**src/hw/rtl/mse_pkg.sv**
```systemverilog
// Morse symbol encoder package: symbol codes, queue entry type, character table.
// No dependencies; used by every module of the encoder.
package mse_pkg;

  localparam logic [1:0] SYM_SEP  = 2'd0;
  localparam logic [1:0] SYM_DOT  = 2'd1;
  localparam logic [1:0] SYM_DASH = 2'd2;

  localparam int unsigned CODE_MAX = 7;

  // One classified character: number of dots/dashes and the pattern,
  // left aligned (first symbol in the top bit, 1 = dash).
  typedef struct packed {
    logic [2:0]          len;
    logic [CODE_MAX-1:0] pat;
  } mse_code_t;

  // Build an entry from a right-aligned pattern literal.
  function automatic mse_code_t mk(input logic [2:0] n, input logic [CODE_MAX-1:0] p);
    mse_code_t r;
    r.len = n;
    r.pat = p << (3'(CODE_MAX) - n);
    return r;
  endfunction

  function automatic mse_code_t lookup(input logic [7:0] c_in);
    logic [7:0] c;
    mse_code_t  r;
    c = c_in;
    if (c >= "a" && c <= "z") begin
      c = c - 8'd32;
    end
    case (c)
      "A":     r = mk(3'd2, 7'b01);
      "B":     r = mk(3'd4, 7'b1000);
      "C":     r = mk(3'd4, 7'b1010);
      "D":     r = mk(3'd3, 7'b100);
      "E":     r = mk(3'd1, 7'b0);
      "F":     r = mk(3'd4, 7'b0010);
      "G":     r = mk(3'd3, 7'b110);
      "H":     r = mk(3'd4, 7'b0000);
      "I":     r = mk(3'd2, 7'b00);
      "J":     r = mk(3'd4, 7'b0111);
      "K":     r = mk(3'd3, 7'b101);
      "L":     r = mk(3'd4, 7'b0100);
      "M":     r = mk(3'd2, 7'b11);
      "N":     r = mk(3'd2, 7'b10);
      "O":     r = mk(3'd3, 7'b111);
      "P":     r = mk(3'd4, 7'b0110);
      "Q":     r = mk(3'd4, 7'b1101);
      "R":     r = mk(3'd3, 7'b010);
      "S":     r = mk(3'd3, 7'b000);
      "T":     r = mk(3'd1, 7'b1);
      "U":     r = mk(3'd3, 7'b001);
      "V":     r = mk(3'd4, 7'b0001);
      "W":     r = mk(3'd3, 7'b011);
      "X":     r = mk(3'd4, 7'b1001);
      "Y":     r = mk(3'd4, 7'b1011);
      "Z":     r = mk(3'd4, 7'b1100);
      "0":     r = mk(3'd5, 7'b11111);
      "1":     r = mk(3'd5, 7'b01111);
      "2":     r = mk(3'd5, 7'b00111);
      "3":     r = mk(3'd5, 7'b00011);
      "4":     r = mk(3'd5, 7'b00001);
      "5":     r = mk(3'd5, 7'b00000);
      "6":     r = mk(3'd5, 7'b10000);
      "7":     r = mk(3'd5, 7'b11000);
      "8":     r = mk(3'd5, 7'b11100);
      "9":     r = mk(3'd5, 7'b11110);
      ".":     r = mk(3'd6, 7'b010101);
      ",":     r = mk(3'd6, 7'b110011);
      ":":     r = mk(3'd6, 7'b111000);
      "?":     r = mk(3'd6, 7'b001100);
      "-":     r = mk(3'd6, 7'b100001);
      ";":     r = mk(3'd6, 7'b101010);
      8'h22:   r = mk(3'd6, 7'b010010);  // double quote
      "+":     r = mk(3'd5, 7'b01010);
      "/":     r = mk(3'd5, 7'b10010);
      "&":     r = mk(3'd5, 7'b01000);
      "$":     r = mk(3'd7, 7'b0001001);
      "@":     r = mk(3'd6, 7'b011010);
      "=":     r = mk(3'd5, 7'b10001);
      default: r = mk(3'd0, 7'b0);       // space, end byte, anything unknown
    endcase
    return r;
  endfunction

endpackage

```
**src/hw/rtl/mse_front.sv**
```systemverilog
// Morse encoder front end: takes a character transaction and classifies it.
// Depends on mse_pkg.
module mse_front (
  input  logic              start,
  input  logic [7:0]        char_code,
  input  logic              queue_full,
  output logic              busy,
  output logic              push,
  output mse_pkg::mse_code_t entry
);
  import mse_pkg::*;

  assign busy  = queue_full;
  assign push  = start && !queue_full;
  assign entry = lookup(char_code);

endmodule

```
**src/hw/rtl/mse_fifo.sv**
```systemverilog
// Morse encoder queue between front end and symbol sequencer.
// Depends on mse_pkg.
module mse_fifo #(
  parameter int unsigned DEPTH = 2
) (
  input  logic               clk,
  input  logic               rst,
  input  logic               push,
  input  mse_pkg::mse_code_t wdata,
  input  logic               pop,
  output mse_pkg::mse_code_t rdata,
  output logic               full,
  output logic               nonempty
);
  import mse_pkg::*;

  localparam int unsigned PTR_W = (DEPTH > 1) ? $clog2(DEPTH) : 1;
  localparam int unsigned CNT_W = $clog2(DEPTH + 1);

  mse_code_t        mem [DEPTH];
  logic [PTR_W-1:0] wr_ptr;
  logic [PTR_W-1:0] rd_ptr;
  logic [CNT_W-1:0] count;

  assign full     = (count == CNT_W'(DEPTH));
  assign nonempty = (count != '0);
  assign rdata    = mem[rd_ptr];

  always_ff @(posedge clk) begin
    if (push) begin
      mem[wr_ptr] <= wdata;
    end
  end

  always_ff @(posedge clk) begin
    if (rst) begin
      wr_ptr <= '0;
      rd_ptr <= '0;
      count  <= '0;
    end else begin
      if (push) begin
        wr_ptr <= (wr_ptr == PTR_W'(DEPTH - 1)) ? '0 : wr_ptr + 1'b1;
      end
      if (pop) begin
        rd_ptr <= (rd_ptr == PTR_W'(DEPTH - 1)) ? '0 : rd_ptr + 1'b1;
      end
      case ({push, pop})
        2'b10:   count <= count + 1'b1;
        2'b01:   count <= count - 1'b1;
        default: count <= count;
      endcase
    end
  end

`ifndef NO_ASSERTIONS
  a_no_push_full: assert property (@(posedge clk) disable iff (rst) push |-> !full || pop)
    else $error("queue overflow");
  a_no_pop_empty: assert property (@(posedge clk) disable iff (rst) pop |-> nonempty)
    else $error("queue underflow");
`endif

endmodule

```
**src/hw/rtl/mse_back.sv**
```systemverilog
// Morse encoder back end: plays one queued code as separator then dots/dashes.
// Depends on mse_pkg.
module mse_back (
  input  logic               clk,
  input  logic               rst,
  input  logic               q_nonempty,
  input  mse_pkg::mse_code_t q_data,
  output logic               pop,
  output logic               symbol_valid,
  output logic [1:0]         symbol,
  output logic               last_symbol
);
  import mse_pkg::*;

  logic                active;
  logic [2:0]          len;
  logic [CODE_MAX-1:0] pat;
  logic [2:0]          idx;
  logic                at_end;

  assign at_end = (idx == len);
  assign pop    = q_nonempty && (!active || at_end);

  always_ff @(posedge clk) begin
    if (rst) begin
      active       <= 1'b0;
      symbol_valid <= 1'b0;
    end else begin
      symbol_valid <= active;
      if (active) begin
        if (idx == '0) begin
          symbol <= SYM_SEP;
        end else begin
          symbol <= pat[CODE_MAX-1] ? SYM_DASH : SYM_DOT;
          pat    <= pat << 1;
        end
        last_symbol <= at_end;
        idx         <= idx + 1'b1;
        if (at_end) begin
          active <= 1'b0;
        end
      end
      if (pop) begin
        active <= 1'b1;
        len    <= q_data.len;
        pat    <= q_data.pat;
        idx    <= '0;
      end
    end
  end

`ifndef NO_ASSERTIONS
  a_run_contiguous: assert property (@(posedge clk) disable iff (rst)
      symbol_valid && !last_symbol |=> symbol_valid && symbol != SYM_SEP)
    else $error("symbol run broken");
  a_sep_opens_run: assert property (@(posedge clk) disable iff (rst)
      $past(symbol_valid) && !$past(last_symbol) && symbol_valid |-> symbol != SYM_SEP)
    else $error("separator inside a run");
  a_idx_bound: assert property (@(posedge clk) disable iff (rst) active |-> idx <= len)
    else $error("sequencer index past code length");
`endif

endmodule

```
**src/hw/rtl/morse_symbol_encoder.sv**
```systemverilog
// Morse symbol encoder top level: front end, queue and symbol sequencer.
// Depends on mse_pkg, mse_front, mse_fifo, mse_back.
//
// Usage:
//   Input channel: drive char_code and raise start; the transaction is taken
//   at a rising edge where start is high and busy is low. busy is high only
//   while the internal queue is full.
//   Output channel: each symbol appears on symbol / last_symbol for exactly
//   one cycle with symbol_valid high. symbol is 0 separator, 1 dot, 2 dash.
//   Every character gives a separator followed by its code; last_symbol
//   marks the final symbol of the run. Space, end byte 0 and characters
//   without a code give the separator alone.
// Path: a character taken into an empty, idle block is written to the queue,
//   popped into the sequencer, then its separator is registered on the outputs.
// Throughput: the sequencer plays one symbol per cycle, and a character gives
//   1 + code length symbols (1 to 8). Runs of consecutive characters follow
//   each other without gaps; the queue of QUEUE_DEPTH entries lets the sender
//   run ahead of the sequencer by that many characters.
// Reset: synchronous on rst; queue and sequencer empty, no symbol pending.
// The receiver cannot stall: symbols are emitted as soon as they are ready.
module morse_symbol_encoder #(
  parameter int unsigned QUEUE_DEPTH = 2
) (
  input  logic       clk,
  input  logic       rst,
  input  logic       start,
  input  logic [7:0] char_code,
  output logic       busy,
  output logic       symbol_valid,
  output logic [1:0] symbol,
  output logic       last_symbol
);
  import mse_pkg::*;

  logic      push;
  logic      pop;
  logic      q_full;
  logic      q_nonempty;
  mse_code_t push_entry;
  mse_code_t head_entry;

  // Classify the incoming character into a code length and pattern.
  mse_front u_front (
    .start      (start),
    .char_code  (char_code),
    .queue_full (q_full),
    .busy       (busy),
    .push       (push),
    .entry      (push_entry)
  );

  // Decouples acceptance from symbol playback.
  mse_fifo #(
    .DEPTH (QUEUE_DEPTH)
  ) u_fifo (
    .clk      (clk),
    .rst      (rst),
    .push     (push),
    .wdata    (push_entry),
    .pop      (pop),
    .rdata    (head_entry),
    .full     (q_full),
    .nonempty (q_nonempty)
  );

  // One symbol per cycle, registered outputs.
  mse_back u_back (
    .clk          (clk),
    .rst          (rst),
    .q_nonempty   (q_nonempty),
    .q_data       (head_entry),
    .pop          (pop),
    .symbol_valid (symbol_valid),
    .symbol       (symbol),
    .last_symbol  (last_symbol)
  );

endmodule

```
**config.mk**
```make
export PLATFORM = sky130hd
export DESIGN_NAME = morse_symbol_encoder
export DESIGN_NICKNAME = d
export VERILOG_FILES = /design/src/hw/rtl/mse_pkg.sv /design/src/hw/rtl/mse_front.sv /design/src/hw/rtl/mse_fifo.sv /design/src/hw/rtl/mse_back.sv /design/src/hw/rtl/morse_symbol_encoder.sv
export SDC_FILE = /design/constraint.sdc
export NUM_CORES = 1
export LEC_CHECK = 0
export BUFFER_PORTS_ARGS = -buffer_cell sky130_fd_sc_hd__buf_2
export CAP_MARGIN = 20
export CORE_MARGIN = 2
export CORE_UTILIZATION = 45
export CTS_CLUSTER_DIAMETER = 100
export DETAILED_ROUTE_END_ITERATION = 6
export MAX_ROUTING_LAYER = met4
export PLACE_DENSITY = 0.59
export REMOVE_ABC_BUFFERS = 1
export SLEW_MARGIN = 25
export SYNTH_ARGS = -nofsm -noshare
export SYNTH_HDL_FRONTEND = slang
export SYNTH_SLANG_ARGS = --single-unit
```
**constraint.sdc**
```tcl
create_clock -name clk -period 2.96 [get_ports clk]
set_input_delay 0.592 -clock clk [delete_from_list [all_inputs] [get_ports clk]]
set_output_delay 0.592 -clock clk [all_outputs]
set_load 0.1 [all_outputs]
```
==> results.md, run 1 <==
* DR vias at 1830
* Clk_lat worst skew at 0.29 ns
* Comb power frac at 0.349
* Synth unique cells at 47
* Die Ht at 79.4 um
* Drt initial violations at 108
* Post-DR vias/cell at 5.43
* CTS Buf Count at 5
* Ys flop type: edfxtp_1
* Max Freq at 469 MHz
* Final hold violations at 0
* Worst-margin pin slew at 0.824 ns
* Std-Cell Core Area at 5510 sq um
* Synth Area in Compound Gates at 0.171
* Initial antenna violation count at 0
* Post-layout nets at 286
* Initial Util at 0.464
* Period utilization at 0.720
* Setup Crit Path Kind: in2reg
* Synth-to-layout area growth at 6.75%
* Setup_tns at 0 ns
* Sequential area share after synthesis at 0.478
* Postcts setup bufs at 0
* Relative slew slack at 0.449
* Placement row count at 27
* Clock network power share at 0.171
* Post-synthesis cell area at 2560 sq um
* Max incr delay on CP at 0.42 ns
* Die width at 79.4 um
* Mux cell area share after synthesis at 0.0617
* Die area at 6300 sq um
* Syn_area_per_cell at 9.99 sq um
* CTS Sinks at 43
* Pins Over Slew Limit at 0
* Routability cong. at 0.932
* EDFF count, synth at 36
* Dpl cells at 329
* Residual DRC count at 0
* Clock-pin slew on the worst setup and hold paths at 0.08 ns
* Sequential Power Share at 0.479
* Req. time, crit path at 2.98 ns
* CP cell instances: buf_2, clkinv_1, a21o_1, nand3_1, a21o_2, o21ai_0
* Endpoint type of the worst setup path: flip-flop
* First-pass GRT wire length at 8130 um
* Static Leak at 1.03 nW
* Delay-heaviest family, CP: buffers and inverters
* Pre-CTS WS at 0.554 ns
* Yosys warning count at 0
* CTS Hold Bufs at 0
* Post-Layout Cell Count at 337
* Routed len/inst at 14.1 um
* Cells after Synth at 256
* Final setup fails at 0
* Post-Synth Adder-Cell Area at 0.0538
* Power Density at 754 nW/um^2
* PortBufs at 15
* Final wirelength at 4760 um
* Vias in the first global route at 1692
* Setup Skew at 0.00593 ns
* Peak supply drop at 0.377 mV
* Crit Path Max Fanout at 31
* Largest net degree at the start of global routing at 32
* GRT overflow at 0
* Pint at 0.00131 W
* Root buffer cell: clkbuf_8
* Ys async rst share at 0
* #FFs+latches synth at 43
* Status: complete, no violations
* Layout cells sized above 1 at 0.140
* Slowest cell on crit path: buf_2
* Worst min path class: reg2reg
* Net Sw Frac at 0.362
* MaxCap Viol Count at 0
* CTS tree: yes
* Tmin final at 2.13 ns
* Main combinational cell family by area after synthesis: compound AO/OA/AOI/OAI gates
* Diode count at 0
* RSZ-0062 raised after global routing: false
* H-tree depth at 2
* Top-level port count at 16
* Crit path buffers/inverters at 2
* Pwr Total at 0.00206 W
* Post-CTS resize count at 0
* Critical Path AT at 2.15 ns
* Detailed-router iteration count before antenna repair at 5
* Net Switching at 0.000745 W
* Gr usage total at 0.170
* Final WS setup at 0.830 ns
* R2r setup slk at 0.85 ns
* Post-synthesis xor/xnor area fraction at 0.0274
* Clock Path Buffers at 2
* Fill count at 523
* Dpl hpwl at 3510 um
* Simple-gate area share of the yosys netlist at 0.156
* CP Launch Type: input pin
* Final ANT Viol Nets at 0
-- power by group through the flow --
stage	logic (W)	clock network [W]	registers, W
5_1_grt	0.000808	0.000388	0.00101
2_1_floorplan	0.000492	0	0.00105
6_report	0.000719	0.000353	0.000986
3_5_place_dp	0.000726	0	0.00100
3_3_place_gp	0.000721	0	0.000999
4_1_cts	0.000729	0.000367	0.000990
-- final cells by class --
cell class,instances,area (sq um),share of cell area
Tap cell,72,90.1,0.0330
Multi-Input combinational cell,186,1200,0.440
Timing Repair Buffer,17,90.1,0.0330
Clock buffer,6,72.6,0.0266
Sequential cell,43,1220,0.448
Inverter,11,41.3,0.0151
Clock inverter,2,12.5,0.00459
-- state kept, by name, indices dropped and copies added (netlist names), named ones only --
| register | flops |
|---|---|
| u_fifo.count | 2 |
| u_back.idx | 3 |
| u_back.last_symbol | 1 |
| u_back.active | 1 |
| u_fifo.mem | 20 |
| u_back.len | 3 |
| u_back.symbol | 2 |
| u_back.symbol_valid | 1 |
| u_fifo.rd_ptr | 1 |
| u_fifo.wr_ptr | 1 |
| u_back.pat | 7 |
-- worst paths after layout --
check | start | endpoint | cells past startpoint
worst max register to register | u_back.idx[2] | u_fifo.count[1] | 7
worst max-delay path | char_code[2] | u_fifo.mem[1][5] | 6
worst min-delay path | u_back.active | u_back.symbol_valid | 1
worst min register to register | u_back.active | u_back.symbol_valid | 1
-- synthesized netlist by cell type, types with 2 or more instances --
master	n	area share
edfxtp_1	36	0.42
nor2_1	24	0.035
a21oi_1	23	0.045
o21ai_0	22	0.043
nand2_1	19	0.028
ha_1	11	0.054
inv_1	9	0.013
mux2i_1	9	0.035
nand2b_1	9	0.022
nor2b_1	8	0.020
a211oi_1	7	0.021
dfxtp_1	7	0.055
xnor2_1	6	0.021
buf_2	5	0.0098
nand3_1	5	0.0098
clkbuf_1	4	0.0059
mux2_2	4	0.018
o22ai_1	4	0.0098
a31oi_1	3	0.0073
and3_1	3	0.0073
clkbuf_2	3	0.0059
or3_1	3	0.0073
a211o_1	2	0.0069
a21o_2	2	0.0069
buf_4	2	0.0059
buf_6	2	0.0088
nor3b_1	2	0.0059
nor4_1	2	0.0049
xor2_1	2	0.0069
-- cell usage in the layout (no fill, tap or decap), drive strengths merged, types with 3 or more instances in the layout --
cell,Yosys,routed
mux2i,9,9
o22ai,4,4
o21ai,22,22
a31oi,3,3
nor2,25,25
nor2b,8,8
xnor2,6,6
buf,9,17
or3,3,3
a211oi,7,7
a21o,3,3
ha,11,11
edfxtp,36,36
nand3,6,6
inv,10,10
mux2,4,4
nand2,19,19
a21oi,23,23
clkbuf,7,6
nand2b,9,9
dfxtp,7,7
and3,4,4
-- logic make-up after synthesis --
kind of cell	count (synthesis)
buffers and inverters	27
AND/OR/NAND/NOR	81
flip-flops	43
multiplexers	14
adder cells (fa/ha/maj)	11
AO/OA/AOI/OAI	72
XOR/XNOR	8
-- metal layers --
layer / track usage / share of wire / vias to the layer above
met5: - / 0 / -
met3: 0.0238 / 0.030 / 10
met1: 0.221 / 0.47 / 833
met4: 0.0741 / 0.023 / 0
met2: 0.269 / 0.47 / 47
li1: - / - / 940
-- worst register-to-register path: cells and delay by family (launching register included) --
kind | cells | cell delay, ns
simple gates | 2 | 0.50
buf+inv | 1 | 0.14
xor+xnor | 1 | 0.19
compound gates | 2 | 0.49
fa+ha+maj | 1 | 0.27
flops | 1 | 0.45
-- through the flow --
step / hold slack [ns] / instance area [sq um] / utilization
final: 0.517 / 2730 / 0.496
after global routing: 0.543 / 2730 / 0.496
after CTS: 0.517 / 2730 / 0.496
after detailed placement: 0.503 / 2640 / 0.480
after global placement: 0.498 / 2640 / 0.480
after floorplan: 0.479 / 2460 / -
Power figures use the tool's default switching activity.
==> run 2: changes to the inputs <==
--- a/config.mk
+++ b/config.mk
@@ -5,6 +5,7 @@
 export SDC_FILE = /design/constraint.sdc
 export NUM_CORES = 1
 export LEC_CHECK = 0
+export ABC_AREA = 1
 export BUFFER_PORTS_ARGS = -buffer_cell sky130_fd_sc_hd__buf_2
 export CAP_MARGIN = 20
 export CORE_MARGIN = 2
@@ -12,7 +13,7 @@
 export CTS_CLUSTER_DIAMETER = 100
 export DETAILED_ROUTE_END_ITERATION = 6
 export MAX_ROUTING_LAYER = met4
-export PLACE_DENSITY = 0.59
+export PLACE_DENSITY = 0.61
 export REMOVE_ABC_BUFFERS = 1
 export SLEW_MARGIN = 25
 export SYNTH_ARGS = -nofsm -noshare
==> constraint.sdc (replaced) <==
create_clock -name clk -period 1.8 [get_ports clk]
set_input_delay 0.36 -clock clk [delete_from_list [all_inputs] [get_ports clk]]
set_output_delay 0.36 -clock clk [all_outputs]
set_load 0.1 [all_outputs]
==> results.md, run 2 <==
* Pre-CTS WS at -0.138 ns
* Tmin final at 1.71 ns
* Post-synthesis cell area at 2690 sq um
* Clock-pin slew on the worst setup and hold paths at 0.07 ns
* Diode count at 0
* Setup Skew at 0.00511 ns
* Area contributors post-synth: edfxtp_1 (40%), nand2_1 (14%), nor2_1 (6.4%)
* PortBufs at 15
* Worst-margin pin slew at 0.489 ns
* Most common cell in the netlist: nand2_1
* Yosys top cell area share at 0.402
* Largest reg by FF count: u_fifo.mem
* Setup Crit Path Kind: reg2reg
* Net Switching at 0.00137 W
* Number of flip-flops under the largest register name at 20
* Most frequent cells in the layout: nand2_1 (103), nor2_1 (45), edfxtp_1 (36)
* Commonest non-fill, non-tap cell in the layout: nand2_1
* EDFF count, synth at 36
* Largest net degree at the start of global routing at 17
* Gr usage total at 0.203
* Drt initial violations at 73
* Residual DRC count at 0
* CTS tree: yes
* Req. time, crit path at 1.81 ns
* Util after Layout at 0.537
* Routability cong. at 0.952
* Clock network power share at 0.167
* Clk_lat worst skew at 0.29 ns
* Detailed-router iteration count before antenna repair at 4
* Setup_tns at 0 ns
* Worst min path class: in2reg
* Die area at 6600 sq um
* Power Density at 1150 nW/um^2
* Layout cells sized above 1 at 0.208
* Placement row count at 28
* Static Leak at 1.46 nW
* Initial antenna violation count at 0
* RSZ-0062 raised after global routing: true
* Post-DR vias/cell at 4.94
* Comb power frac at 0.411
* First-pass GRT wire length at 9960 um
* CTS Sinks at 43
* Peak supply drop at 0.919 mV
* Period utilization at 0.948
* Routed len/inst at 12.8 um
* Crit Path Max Fanout at 9
* Final setup fails at 0
* Initial Util at 0.459
* Post-layout nets at 406
* Cells after Synth at 344
* Top-level port count at 16
* Clock Path Buffers at 2
* Pint at 0.00226 W
* Pins Over Slew Limit at 0
* Die Ht at 81.3 um
* Std-Cell Core Area at 5850 sq um
* Ys async rst share at 0
* Vias in the first global route at 2219
* Fill count at 564
* Postcts setup bufs at 0
* Yosys warning count at 0
* Sequential area share after synthesis at 0.455
* Critical Path AT at 1.72 ns
* Final hold violations at 0
* Dpl hpwl at 4740 um
* Post-synth top cells: nand2_1 (103), nor2_1 (46), edfxtp_1 (36)
* Final ANT Viol Nets at 0
* H-tree depth at 2
* Yosys top cell by area: edfxtp_1
* MaxCap Viol Count at 0
* Synth-to-layout area growth at 17.0%
* CP Launch Type: flip-flop
* Status: complete, no violations
* Largest registers: u_fifo.mem: 20 flops, u_back.pat: 7 flops
* CTS Buf Count at 5
* Net Sw Frac at 0.377
* Ys flop type: edfxtp_1
* Final WS setup at 0.0935 ns
* DR vias at 2274
* Max Freq at 586 MHz
* Die width at 81.3 um
* Synth unique cells at 30
* #FFs+latches synth at 43
* R2r setup slk at 0.09 ns
* Relative slew slack at 0.671
* Syn_area_per_cell at 7.81 sq um
* Root buffer cell: clkbuf_8
* GRT overflow at 0
* Endpoint type of the worst setup path: flip-flop
* Sequential Power Share at 0.422
* Final wirelength at 5880 um
run 2: through the flow:
step | hold WS [ns] | power [W] | cell area, sq um | std cells
floorplan | 0.429 | 0.00249 | 2620 | 334
global placement | 0.446 | 0.00292 | 3010 | 452
detailed placement | 0.466 | 0.00295 | 3010 | 452
CTS | 0.289 | 0.00356 | 3100 | 460
global route | 0.308 | 0.00391 | 3140 | 460
finish | 0.309 | 0.00363 | 3140 | 460
run 2: worst paths after layout:
path                               startpoint                   to  depth (start not counted)
worst max-delay path            u_back.idx[1]        u_back.pat[5]                          7
worst min-delay path                      rst  u_back.symbol_valid                          2
worst max register to register  u_back.idx[1]        u_back.pat[5]                          7
worst min register to register  u_back.active  u_back.symbol_valid                          2
run 2: repair_timing:
action                                  CTS  global route
endpoints found under the setup margin    0             8
gates resized for setup                   0             8
hold endpoints to repair                  0             0
hold buffers                              0             0
run 2: cell families (layout without fill, tap and decap cells):
| logic type | count (synthesis) | in the layout | share of synthesized area |
|---|---|---|---|
| buf+inv | 49 | 90 | 0.0796 |
| simple gates | 199 | 199 | 0.317 |
| compound gates | 37 | 37 | 0.0810 |
| xor+xnor | 5 | 5 | 0.0163 |
| fa+ha+maj | 11 | 11 | 0.0512 |
| flops | 43 | 43 | 0.455 |
run 2: cell type report:
type / count / area [sq um] / share of cell area
flip-flops and latches: 43 / 1220 / 0.389
clock buffers: 7 / 86.3 / 0.0275
repair buffers: 43 / 302 / 0.0959
well taps: 75 / 93.8 / 0.0299
inverters: 39 / 146 / 0.0466
clock inverters: 1 / 5.00 / 0.00159
multi-input cells: 252 / 1290 / 0.410
run 2: worst max-delay path, stage by stage, from the launching register on:
cell,delay (ns)
edfxtp_1,0.43
xnor2_1,0.18
nand3_1,0.14
nand2_1,0.13
nand2_2,0.07
buf_4,0.18
a31oi_4,0.14
buf_6,0.16
run 2: per-layer routing:
metal,vias to the layer above,wire [um],GRT usage
met5,-,0,-
met4,0,240,0.108
met3,22,195,0.0356
met2,53,3060,0.367
met1,1003,2390,0.209
li1,1196,-,-
run 2: power by group through the flow:
stage / Sequential [W] / Clock [W] / Combinational (W)
2_1_floorplan: 0.00168 / 0 / 0.000803
3_3_place_gp: 0.00154 / 0 / 0.00138
3_5_place_dp: 0.00155 / 0 / 0.00140
4_1_cts: 0.00153 / 0.000626 / 0.00141
5_1_grt: 0.00156 / 0.000672 / 0.00168
6_report: 0.00153 / 0.000606 / 0.00149
==> run 3: changes to the inputs <==
--- a/config.mk
+++ b/config.mk
@@ -13,7 +13,7 @@
 export CTS_CLUSTER_DIAMETER = 100
 export DETAILED_ROUTE_END_ITERATION = 6
 export MAX_ROUTING_LAYER = met4
-export PLACE_DENSITY = 0.61
+export PLACE_DENSITY = 0.59
 export REMOVE_ABC_BUFFERS = 1
 export SLEW_MARGIN = 25
 export SYNTH_ARGS = -nofsm -noshare
==> constraint.sdc (replaced) <==
create_clock -name clk -period 2.1 [get_ports clk]
set_input_delay 0.42 -clock clk [delete_from_list [all_inputs] [get_ports clk]]
set_output_delay 0.42 -clock clk [all_outputs]
set_load 0.1 [all_outputs]
==> results.md, run 3 (synthesis gave the netlist of run 2 again) <==
* Clk_lat worst skew at 0.29 ns
* Std-Cell Core Area at 5850 sq um
* Routability cong. at 1.01
* Synth-to-layout area growth at 11.6%
* Pins Over Slew Limit at 0
* Setup Skew at 0.00327 ns
* Number of flip-flops under the largest register name at 20
* Final Cell Area at 3000 sq um
* Period utilization at 0.849
* Post-layout nets at 394
* Commonest non-fill, non-tap cell in the layout: nand2_1
* Vias in the first global route at 2105
* Initial Util at 0.459
* Tmin final at 1.78 ns
* Most frequent cells in the layout: nand2_1 (103), nor2_1 (46), edfxtp_1 (36)
* Drt initial violations at 91
* Layout cells sized above 1 at 0.172
* Static Leak at 1.39 nW
* CTS Sinks at 43
* Crit Path Max Fanout at 3
* Largest registers: u_fifo.mem: 20 flops, u_back.pat: 7 flops
* Die area at 6600 sq um
* First-pass GRT wire length at 9410 um
* Detailed-router iteration count before antenna repair at 4
* Largest reg by FF count: u_fifo.mem
* Net Switching at 0.00113 W
* Largest net degree at the start of global routing at 15
* Gr usage total at 0.193
* Placed inst area at 2910 sq um
* GRT overflow at 0
* Sequential Power Share at 0.453
* Clock Path Buffers at 2
* CTS Buf Count at 5
* Postcts setup bufs at 0
* PortBufs at 15
* H-tree depth at 2
* Net Sw Frac at 0.384
* Placement row count at 28
* Setup_tns at 0 ns
* Endpoint type of the worst setup path: flip-flop
* Root buffer cell: clkbuf_8
* Residual DRC count at 0
* Dpl hpwl at 4710 um
* Final setup fails at 0
* Final WS setup at 0.317 ns
* Pre-CTS WS at 0.0193 ns
* WHS at 0.353 ns
* Clock-pin slew on the worst setup and hold paths at 0.08 ns
* Final ANT Viol Nets at 0
* Power Density at 985 nW/um^2
* Post-DR vias/cell at 4.99
* Routed len/inst at 12.9 um
* Worst min path class: in2reg
* Peak supply drop at 0.627 mV
* Top-level port count at 16
* Critical Path AT at 1.96 ns
* Final hold violations at 0
* CTS tree: yes
* Post-CTS resize count at 0
* Clock network power share at 0.172
* Status: complete, no violations
* Worst-margin pin slew at 0.481 ns
* Relative slew slack at 0.676
* MaxCap Viol Count at 0
* Final wirelength at 5780 um
* Pwr Total at 0.00295 W
* RSZ-0062 raised after global routing: false
* Req. time, crit path at 2.28 ns
* Pint at 0.00182 W
* Max Freq at 561 MHz
* Comb power frac at 0.375
* CP Launch Type: flip-flop
* DR vias at 2234
* Initial antenna violation count at 0
* CTS Hold Bufs at 0
* Setup Crit Path Kind: reg2reg
* Diode count at 0
* Die Ht at 81.3 um
* Die width at 81.3 um
==> run 3: metal layers <==
layer  routed length (um)  up-vias  part of all wire  track usage
met2                 3030       52              0.52        0.359
met4                  260        0             0.045        0.102
li1                     -     1167                 -            -
met5                    0        -                 0            -
met3                  207       20             0.036       0.0356
met1                 2280      995              0.39        0.189
==> run 3: path summary, 6_finish.rpt <==
kind         cells after the start                  end           from  slack, ns
max                             10      u_fifo.count[1]  u_back.idx[2]       0.32
min reg2reg                      2  u_back.symbol_valid  u_back.active       0.47
max reg2reg                     10      u_fifo.count[1]  u_back.idx[2]       0.32
min                              2  u_back.symbol_valid            rst       0.35
==> run 3: worst max-delay path, stage by stage (launching register included) <==
cell	delay, ns
edfxtp_1	0.46
xnor2_1	0.19
nand3_1	0.12
nand2_1	0.11
nand2_2	0.06
inv_2	0.06
ha_1	0.24
a21oi_1	0.11
o21ai_0	0.10
o21ai_0	0.17
a21oi_1	0.06
==> run 3: final cells by class <==
type	instances	area (sq um)
fillers	581	2850
clock inverters	3	20.0
inverters	39	146
well taps	75	93.8
clock buffers	5	68.8
repair buffers	31	195
flip-flops and latches	43	1220
multi-input cells	252	1250
==> run 3: power by group through the flow <==
| stage | sequential (W) | clock (W) | combinational (W) |
|---|---|---|---|
| after floorplan | 0.00144 | 0 | 0.000688 |
| after global placement | 0.00135 | 0 | 0.00110 |
| after detailed placement | 0.00136 | 0 | 0.00111 |
| after CTS | 0.00134 | 0.000522 | 0.00112 |
| after global routing | 0.00137 | 0.000557 | 0.00124 |
| final | 0.00134 | 0.000508 | 0.00111 |
==> run 3: metrics by stage <==
| step | std cells | util |
|---|---|---|
| floorplan | 334 | - |
| global placement | 440 | 0.497 |
| detailed placement | 440 | 0.497 |
| CTS | 448 | 0.512 |
| global route | 448 | 0.512 |
| finish | 448 | 0.512 |
